## src/hdl/yuvrgb_pkg.sv

```systemverilog
// Shared types and constants for the YUV pixel pair to RGB converter.
// No dependencies; used by every module of the block.
`default_nettype none

package yuvrgb_pkg;

  // Width of a signed raw channel sum before scaling and saturation.
  localparam int unsigned RAW_W = 19;

  // Widths of the pixel fields.
  localparam int unsigned BYTE_W   = 8;
  localparam int unsigned PACK_W   = 24;
  localparam int unsigned WORD_W   = 16;

  // BT.601 limited-range coefficients.
  localparam logic signed [RAW_W-1:0] C_Y      = RAW_W'(298);
  localparam logic signed [RAW_W-1:0] C_RV     = RAW_W'(409);
  localparam logic signed [RAW_W-1:0] C_GU     = RAW_W'(100);
  localparam logic signed [RAW_W-1:0] C_GV     = RAW_W'(208);
  localparam logic signed [RAW_W-1:0] C_BU     = RAW_W'(516);
  localparam logic signed [RAW_W-1:0] C_ROUND  = RAW_W'(128);
  localparam logic signed [RAW_W-1:0] C_Y_OFS  = RAW_W'(16);

  // Raw channel sums of one pixel, as the lane registers them.
  typedef struct packed {
    logic signed [RAW_W-1:0] r;
    logic signed [RAW_W-1:0] g;
    logic signed [RAW_W-1:0] b;
  } raw_rgb_t;

endpackage

`default_nettype wire

```

## src/hdl/yuvrgb_lane.sv

```systemverilog
// One conversion lane: forms the raw R, G, B sums of one pixel.
// Depends on yuvrgb_pkg.
`default_nettype none

module yuvrgb_lane (
  input  wire logic                         clk_i,
  input  wire logic                         en_i,
  input  wire logic [yuvrgb_pkg::BYTE_W-1:0] luma_i,
  input  wire logic signed [yuvrgb_pkg::BYTE_W-1:0] u_i,
  input  wire logic signed [yuvrgb_pkg::BYTE_W-1:0] v_i,
  output yuvrgb_pkg::raw_rgb_t              raw_o
);

  logic signed [yuvrgb_pkg::RAW_W-1:0] y_ext;
  logic signed [yuvrgb_pkg::RAW_W-1:0] u_ext;
  logic signed [yuvrgb_pkg::RAW_W-1:0] v_ext;
  logic signed [yuvrgb_pkg::RAW_W-1:0] yc;
  yuvrgb_pkg::raw_rgb_t                raw_d;
  yuvrgb_pkg::raw_rgb_t                raw_q;

  // Extend inputs to the raw sum width
  assign y_ext = yuvrgb_pkg::RAW_W'($signed({1'b0, luma_i}));
  assign u_ext = yuvrgb_pkg::RAW_W'(u_i);
  assign v_ext = yuvrgb_pkg::RAW_W'(v_i);

  // Scaled luma with rounding term, then the three channel sums
  assign yc      = yuvrgb_pkg::C_Y * (y_ext - yuvrgb_pkg::C_Y_OFS) + yuvrgb_pkg::C_ROUND;
  assign raw_d.r = yc + yuvrgb_pkg::C_RV * v_ext;
  assign raw_d.g = yc - yuvrgb_pkg::C_GU * u_ext - yuvrgb_pkg::C_GV * v_ext;
  assign raw_d.b = yc + yuvrgb_pkg::C_BU * u_ext;

  // Stage register, payload only
  always_ff @(posedge clk_i) begin
    if (en_i) begin
      raw_q <= raw_d;
    end
  end

  assign raw_o = raw_q;

endmodule

`default_nettype wire

```

## src/hdl/yuvrgb_merge.sv

```systemverilog
// Merge stage: saturates both lanes' channels and packs the two pixel formats.
// Depends on yuvrgb_pkg.
`default_nettype none

module yuvrgb_merge (
  input  wire yuvrgb_pkg::raw_rgb_t            raw_even_i,
  input  wire yuvrgb_pkg::raw_rgb_t            raw_odd_i,
  output logic [yuvrgb_pkg::PACK_W-1:0]        packed_even_o,
  output logic [yuvrgb_pkg::PACK_W-1:0]        packed_odd_o,
  output logic [yuvrgb_pkg::WORD_W-1:0]        word565_even_o,
  output logic [yuvrgb_pkg::WORD_W-1:0]        word565_odd_o
);

  // Divide by 256 and clamp to 0..255
  function automatic logic [yuvrgb_pkg::BYTE_W-1:0] sat_channel(
    input logic signed [yuvrgb_pkg::RAW_W-1:0] raw
  );
    logic [yuvrgb_pkg::BYTE_W-1:0] res;
    if (raw[yuvrgb_pkg::RAW_W-1]) begin
      res = '0;
    end else if (|raw[yuvrgb_pkg::RAW_W-2:16]) begin
      res = '1;
    end else begin
      res = raw[15:8];
    end
    return res;
  endfunction

  logic [yuvrgb_pkg::BYTE_W-1:0] r_e, g_e, b_e;
  logic [yuvrgb_pkg::BYTE_W-1:0] r_o, g_o, b_o;

  assign r_e = sat_channel(raw_even_i.r);
  assign g_e = sat_channel(raw_even_i.g);
  assign b_e = sat_channel(raw_even_i.b);
  assign r_o = sat_channel(raw_odd_i.r);
  assign g_o = sat_channel(raw_odd_i.g);
  assign b_o = sat_channel(raw_odd_i.b);

  // B in the top byte, R in the bottom
  assign packed_even_o  = {b_e, g_e, r_e};
  assign packed_odd_o   = {b_o, g_o, r_o};
  assign word565_even_o = {b_e[7:3], g_e[7:2], r_e[7:3]};
  assign word565_odd_o  = {b_o[7:3], g_o[7:2], r_o[7:3]};

endmodule

`default_nettype wire

```

## src/hdl/yuv_pixel_pair_to_rgb.sv

```systemverilog
// Top level of the YUV pixel pair to RGB converter: two lanes and a merge stage.
// Depends on yuvrgb_pkg, yuvrgb_lane and yuvrgb_merge.
//
// Converts one horizontal pixel pair (two luma bytes sharing U and V) per
// word with BT.601 limited-range integer math, giving each pixel as packed
// 24-bit B/G/R and as 16-bit 5/6/5. A new word is taken every clock while
// in_stall_o is low. It has one stage where the two lanes form the raw channel
// sums with constant multipliers, and one output register after the merge
// stage saturates and packs. in_stall_o rises only when both stages hold
// words and the output is stalled, so a waiting result never blocks intake
// while a stage is free.
`default_nettype none

module yuv_pixel_pair_to_rgb (
  input  wire logic                              clk_i,
  input  wire logic                              rst_ni,
  input  wire logic                              in_valid_i,
  output logic                                   in_stall_o,
  input  wire logic [yuvrgb_pkg::BYTE_W-1:0]     luma_even_i,
  input  wire logic [yuvrgb_pkg::BYTE_W-1:0]     luma_odd_i,
  input  wire logic [yuvrgb_pkg::BYTE_W-1:0]     chroma_first_i,
  input  wire logic [yuvrgb_pkg::BYTE_W-1:0]     chroma_second_i,
  output logic                                   out_valid_o,
  input  wire logic                              out_stall_i,
  output logic [yuvrgb_pkg::PACK_W-1:0]          packed_even_o,
  output logic [yuvrgb_pkg::PACK_W-1:0]          packed_odd_o,
  output logic [yuvrgb_pkg::WORD_W-1:0]          word565_even_o,
  output logic [yuvrgb_pkg::WORD_W-1:0]          word565_odd_o
);

  logic                                  s1_valid_q, s1_valid_d;
  logic                                  s2_valid_q, s2_valid_d;
  logic                                  s1_load;
  logic                                  s2_load;
  logic signed [yuvrgb_pkg::BYTE_W-1:0]  u_s;
  logic signed [yuvrgb_pkg::BYTE_W-1:0]  v_s;
  yuvrgb_pkg::raw_rgb_t                  raw_even;
  yuvrgb_pkg::raw_rgb_t                  raw_odd;
  logic [yuvrgb_pkg::PACK_W-1:0]         packed_even_d, packed_odd_d;
  logic [yuvrgb_pkg::WORD_W-1:0]         word565_even_d, word565_odd_d;
  logic [yuvrgb_pkg::PACK_W-1:0]         packed_even_q, packed_odd_q;
  logic [yuvrgb_pkg::WORD_W-1:0]         word565_even_q, word565_odd_q;

  // Pipeline flow: each stage loads when it is empty or moving on
  assign s2_load    = s1_valid_q && (!s2_valid_q || !out_stall_i);
  assign s1_load    = !s1_valid_q || s2_load;
  assign in_stall_o = !s1_load;

  assign s1_valid_d = s1_load ? in_valid_i : s1_valid_q;
  assign s2_valid_d = s2_load ? 1'b1 : (s2_valid_q && out_stall_i);

  // Chroma offset by 128 is a flip of the top bit
  assign u_s = $signed(chroma_first_i ^ 8'h80);
  assign v_s = $signed(chroma_second_i ^ 8'h80);

  // Lanes, one per pixel
  yuvrgb_lane u_lane_even (
    .clk_i  (clk_i),
    .en_i   (s1_load),
    .luma_i (luma_even_i),
    .u_i    (u_s),
    .v_i    (v_s),
    .raw_o  (raw_even)
  );

  yuvrgb_lane u_lane_odd (
    .clk_i  (clk_i),
    .en_i   (s1_load),
    .luma_i (luma_odd_i),
    .u_i    (u_s),
    .v_i    (v_s),
    .raw_o  (raw_odd)
  );

  // Saturate and pack both pixels
  yuvrgb_merge u_merge (
    .raw_even_i     (raw_even),
    .raw_odd_i      (raw_odd),
    .packed_even_o  (packed_even_d),
    .packed_odd_o   (packed_odd_d),
    .word565_even_o (word565_even_d),
    .word565_odd_o  (word565_odd_d)
  );

  // Valid flags
  always_ff @(posedge clk_i or negedge rst_ni) begin
    if (!rst_ni) begin
      s1_valid_q <= 1'b0;
      s2_valid_q <= 1'b0;
    end else begin
      s1_valid_q <= s1_valid_d;
      s2_valid_q <= s2_valid_d;
    end
  end

  // Output register
  always_ff @(posedge clk_i) begin
    if (s2_load) begin
      packed_even_q  <= packed_even_d;
      packed_odd_q   <= packed_odd_d;
      word565_even_q <= word565_even_d;
      word565_odd_q  <= word565_odd_d;
    end
  end

  assign out_valid_o    = s2_valid_q;
  assign packed_even_o  = packed_even_q;
  assign packed_odd_o   = packed_odd_q;
  assign word565_even_o = word565_even_q;
  assign word565_odd_o  = word565_odd_q;

endmodule

`default_nettype wire

```

## config.mk

```make
export PLATFORM = sky130hd
export DESIGN_NAME = yuv_pixel_pair_to_rgb
export DESIGN_NICKNAME = d
export VERILOG_FILES = /design/src/hdl/yuvrgb_pkg.sv /design/src/hdl/yuvrgb_lane.sv /design/src/hdl/yuvrgb_merge.sv /design/src/hdl/yuv_pixel_pair_to_rgb.sv
export SDC_FILE = /design/constraint.sdc
export NUM_CORES = 1
export LEC_CHECK = 0
export BUFFER_PORTS_ARGS = -buffer_cell sky130_fd_sc_hd__buf_2
export CAP_MARGIN = 20
export CORE_MARGIN = 8
export CORE_UTILIZATION = 60
export CTS_CLUSTER_DIAMETER = 100
export DETAILED_ROUTE_END_ITERATION = 6
export GPL_TIMING_DRIVEN = 0
export PLACE_DENSITY = 0.8
export SLEW_MARGIN = 20
export SYNTH_ARGS = -nofsm -noshare
export SYNTH_HDL_FRONTEND = slang
export SYNTH_SLANG_ARGS = --single-unit
```

## constraint.sdc

```tcl
create_clock -name clk_i -period 6.3 [get_ports clk_i]
set_input_delay 0.315 -clock clk_i [delete_from_list [all_inputs] [get_ports clk_i]]
set_output_delay 0.315 -clock clk_i [all_outputs]
set_load 0.1 [all_outputs]
```

Word-level counts from Yosys, hierarchy flattened --
Cells that the tools add are included.
Storage, ports and cells: input bits 36, word-level logic and storage cells 61, bits in registers 164, output and inout bits 82
Cells by class: bitwise logic cells 2, multipliers 6, reduce and logical (&&, ||, !) cells 14, mux-type cells 7, add/sub/neg operators 12
Operators with widths (count):
- $add 19x19->19 | 4
- $sub 19x19->19 | 4
- $mux 8 | 6
- $add 19x9->19 const B | 2
- $mul 9x19->18 const A | 2
- $mul 10x8->18 const A | 1
- $sub 8x5->9 const B | 2
- $mul 9x8->17 const A | 1
- $mul 6x8->14 const A | 1
- $mul 5x8->13 const A | 1
- $reduce_or 2->1 | 6
- $logic_not 1->1 | 4
- $logic_and 1x1->1 | 2
- $logic_or 1x1->1 | 2
- $not 1->1 | 2
- $mux 1 | 1

Longest topological paths before layout --
word-level depth 5, depth in mapped cells 31, mapped depth without buffers 31

By module --
From an unflattened synthesis, not the netlist that was laid out.
Second synthesis, totals: cell total of the unflattened synthesis 1900, area, all modules 20549.7 um2
By module, submodules not included:
- yuvrgb_lane (u_lane_even) | area each 8513.2 um2, instances 1, cells each 834
- yuvrgb_lane (u_lane_odd) | area each 8481.9 um2, instances 1, cells each 831
- yuv_pixel_pair_to_rgb | area each 2499.9 um2, instances 1, cells each 89
- yuvrgb_merge | area each 1054.8 um2, instances 1, cells each 146

Worst setup path after synthesis --
No wires, ideal clock.
kind input to register, start in luma_even_i[4] (netlist bit), end reg u_lane_even.raw_q, in the netlist u_lane_even.raw_o[37] (data pin), setup slack -1.320 ns, data arrival time 7.353 ns, stages on the path 29, data required time 6.033 ns, cell sequence inv_1 -> ha_1 -> nor3b_1 -> ha_1 -> ha_1 -> fa_1 -> inv_1 -> fa_1 -> inv_1 -> ha_1 -> a21o_1 -> a22oi_1 -> nor2b_1 -> xnor2_1 -> nand2_1 -> or3_1 -> or3_1 -> a21o_1 -> o211ai_2 -> xnor2_1 -> fa_1 -> inv_1 -> ha_1 -> nand3_1 -> or2_2 -> o21ai_0 -> a21oi_1 -> xnor2_1 -> xnor2_1
RTL lines:
- start: declaration | RTL line yuv_pixel_pair_to_rgb.sv:19 | input wire logic [yuvrgb_pkg::BYTE_W-1:0] luma_even_i,
- end signal: assignment | RTL line yuvrgb_lane.sv:35 | raw_q <= raw_d;
- end: declaration | RTL line yuvrgb_lane.sv:19 | yuvrgb_pkg::raw_rgb_t raw_q;

==> impl_metrics.toml <==
[outcome]
status = "complete, but fails checks"
failed_checks = "setup timing"

[logic_synthesis]
synthCells = 1477
synth.avg_cell_area_um2 = 9.73
synth_top_cell_area_share_pct = 26.3
ys_types = 70
synth_ff_type = "edfxtp_1"
synthArstFlopShare_pct = 1.72
yosysMostFrequentCell = "ha_1"
yosys-top-cells-area = "ha_1 26%, edfxtp_1 24%, fa_1 11%"
synth_edf_count = 114
ys_warn_count = 0
ys_seq_area_share_pct = 24.2
ys_seq_elements = 116
synth_top_cell_by_area = "ha_1"
yosys-top-cells-count = "302 x ha_1, 246 x inv_1, 174 x nor2_1, 114 x edfxtp_1, 92 x xnor2_1"
synth_nets = 1894
netlist_area_um2 = 14400

[cells_and_area]
n_antenna_cell = 0
drive_above_1_share_pct = 21.2
layout.nets = 2076
final_area_um2 = 17200
area_delta_synth_final_pct = 19.9

[placement]
port_buffers = 117
place_hpwl_mm = 26.2
placed_cell_area_um2 = 15600
globalplace.congestion = 0.916

[drt]
postRouteAntennaNets = 0
drc = 0
drtIter0Drc = 577
drt-vias-per-instance = 5.40
drt_pass1_iterations = 5
avgRoutedWirePerCell_um = 17.1
dr_total_vias = 10700
wl_mm = 34.0

[clock_tree]
cts_tree = "yes"
root_buffer = "clkbuf_16"
cts_buffers = 17
cts.path.max_buffers = 2
cts.sink_count = 116
clock_latency_ns = 0.42
cts-htree-levels = 4
path_clk_slew_ns = 0.06

[global_route]
top_usage_layer = "met2"
grt_pass1_wl_mm = 52.6
met3_usage_pct = 2.42
gr-usage-met2_pct = 40.6
antenna_found_initial = 0
grt_use_total_pct = 22.7
overflow = 0
gr-usage-met1_pct = 27.4
grt_pass1_vias = 10900
grt_max_degree = 49

[setup_path]
critPathMaxStageDelay_ns = 0.55
cp_common_cell = "ha_4"
start_kind = "input port"
end_kind = "register"
crit_fanout = 5
worstPathRequired_ns = 6.44
cp.arrival_ns = 6.50
cp_slowest_cell = "fa_1"
critical_path_class = "in -> reg"

[sta]
finalMaxSlewViolations = 0
fmax_mhz = 157
rsz0062_at_grt = "yes"
period_share_pct = 101
skew_ns = 0.0101
worst_slack_ns = -0.0663
final.min_clock_period_ns = 6.37
setup_viol = 2
relSlewSlack_pct = 45.5
tightest_slew_ns = 0.811
final_hold_viol_count = 0

[floorplan]
io_pins = 118
die_x_um = 171
start_util_pct = 61.2
rows = 56
die-area_um2 = 29200
core_um2 = 23500
die_h_um = 171

[worst_hold_path]
holdCritPathClass = "in -> reg"

[run]
max_cap_viol_count = 0
==> layer usage <==
layer / share of wire, % / up-vias / wire length, um
li1: - / 5324 / -
met1: 41 / 5050 / 14000
met5: 0 / - / 0
met2: 49 / 296 / 16800
met4: 4.2 / 0 / 1420
met3: 5.4 / 79 / 1840
==> layout make-up <==
cell class,count,area [um2]
tap,319,399
multi-input combinational,1068,10500
clock buffer,17,425
buffer,47,297
inverter,246,952
sequential,116,3470
timing repair buffer,163,1020
clock inverter,15,169
fill,1592,6250
==> flip-flops by register name, summed over array words and instances, names as in the netlist <==
name,flops
out_valid_o,1
packed_even_o,24
packed_odd_o,8
s1_valid_q,1
u_lane_even.raw_o,33
u_lane_odd.raw_o,33
word565_odd_o,16
==> timing repair <==
item	4_1_cts	5_1_grt
hold buffers	1	0
setup endpoints to repair	17	13
pin swaps	32	42
buffers inserted	22	21
hold endpoints to repair	2	0
resized for setup	56	53
==> cells by family after synthesis <==
| logic type | Yosys count | share of synthesized area, % |
|---|---|---|
| adder cells (fa/ha/maj) | 381 | 37.3 |
| XOR/XNOR | 144 | 8.93 |
| multiplexers | 3 | 0.226 |
| AND/OR/NAND/NOR | 305 | 9.76 |
| buffers and inverters | 293 | 8.49 |
| flip-flops | 116 | 24.2 |
| AO/OA/AOI/OAI | 235 | 11.1 |
==> cells in the final DEF, fill, tap and decap left out, types with 29 or more instances in the layout <==
master / synthesis / routed
ha_1: 302 / 282
nor2_1: 174 / 170
edfxtp_1: 114 / 114
a21oi_1: 65 / 56
xor2_1: 50 / 39
a21o_1: 29 / 29
buf_2: 0 / 113
inv_1: 246 / 235
fa_1: 79 / 77
xnor2_1: 92 / 75
buf_4: 32 / 74
o21ai_0: 36 / 31
==> path summary, 6_finish.rpt <==
path | depth (start not counted) | slack, ns | to | start
setup reg to reg | 3 | 4.60 | word565_odd_o[8] | out_valid_o
setup / recovery | 31 | -0.07 | u_lane_even.raw_o[37] | luma_even_i[6]
max in group asynchronous | 2 | 6.01 | out_valid_o | rst_ni
min in group asynchronous | 2 | 0.20 | s1_valid_q | rst_ni
hold / removal | 2 | 0.09 | s1_valid_q | in_valid_i
hold reg to reg | 2 | 0.54 | packed_even_o[21] | u_lane_even.raw_o[13]
==> worst max-delay path, delay by kind of cell <==
| kind | cells | cell delay [ns] |
|---|---|---|
| AO/OA/AOI/OAI | 6 | 0.93 |
| buffers and inverters | 6 | 0.60 |
| AND/OR/NAND/NOR | 7 | 1.41 |
| XOR/XNOR | 5 | 0.74 |
| adder cells (fa/ha/maj) | 7 | 2.51 |
==> through the flow <==
stage / util (%) / cells / TNS (ns) / setup WS, ns / hold WS, ns
after floorplan: - / 1477 / -0.116 / -0.116 / 0.0194
after global placement: 66.1 / 1913 / -10.51 / -1.01 / 0.0998
after detailed placement: 66.5 / 1916 / -13.80 / -1.07 / 0.101
after CTS: 71.3 / 1971 / 0 / 0.00131 / 0.0834
after global routing: 73.4 / 1991 / -1.01 / -0.320 / 0.0825
final: 73.4 / 1991 / -0.0782 / -0.0663 / 0.0883
Power is not shown: default switching activity piles up to over one toggle a cycle in this logic, so the estimate is an artifact.
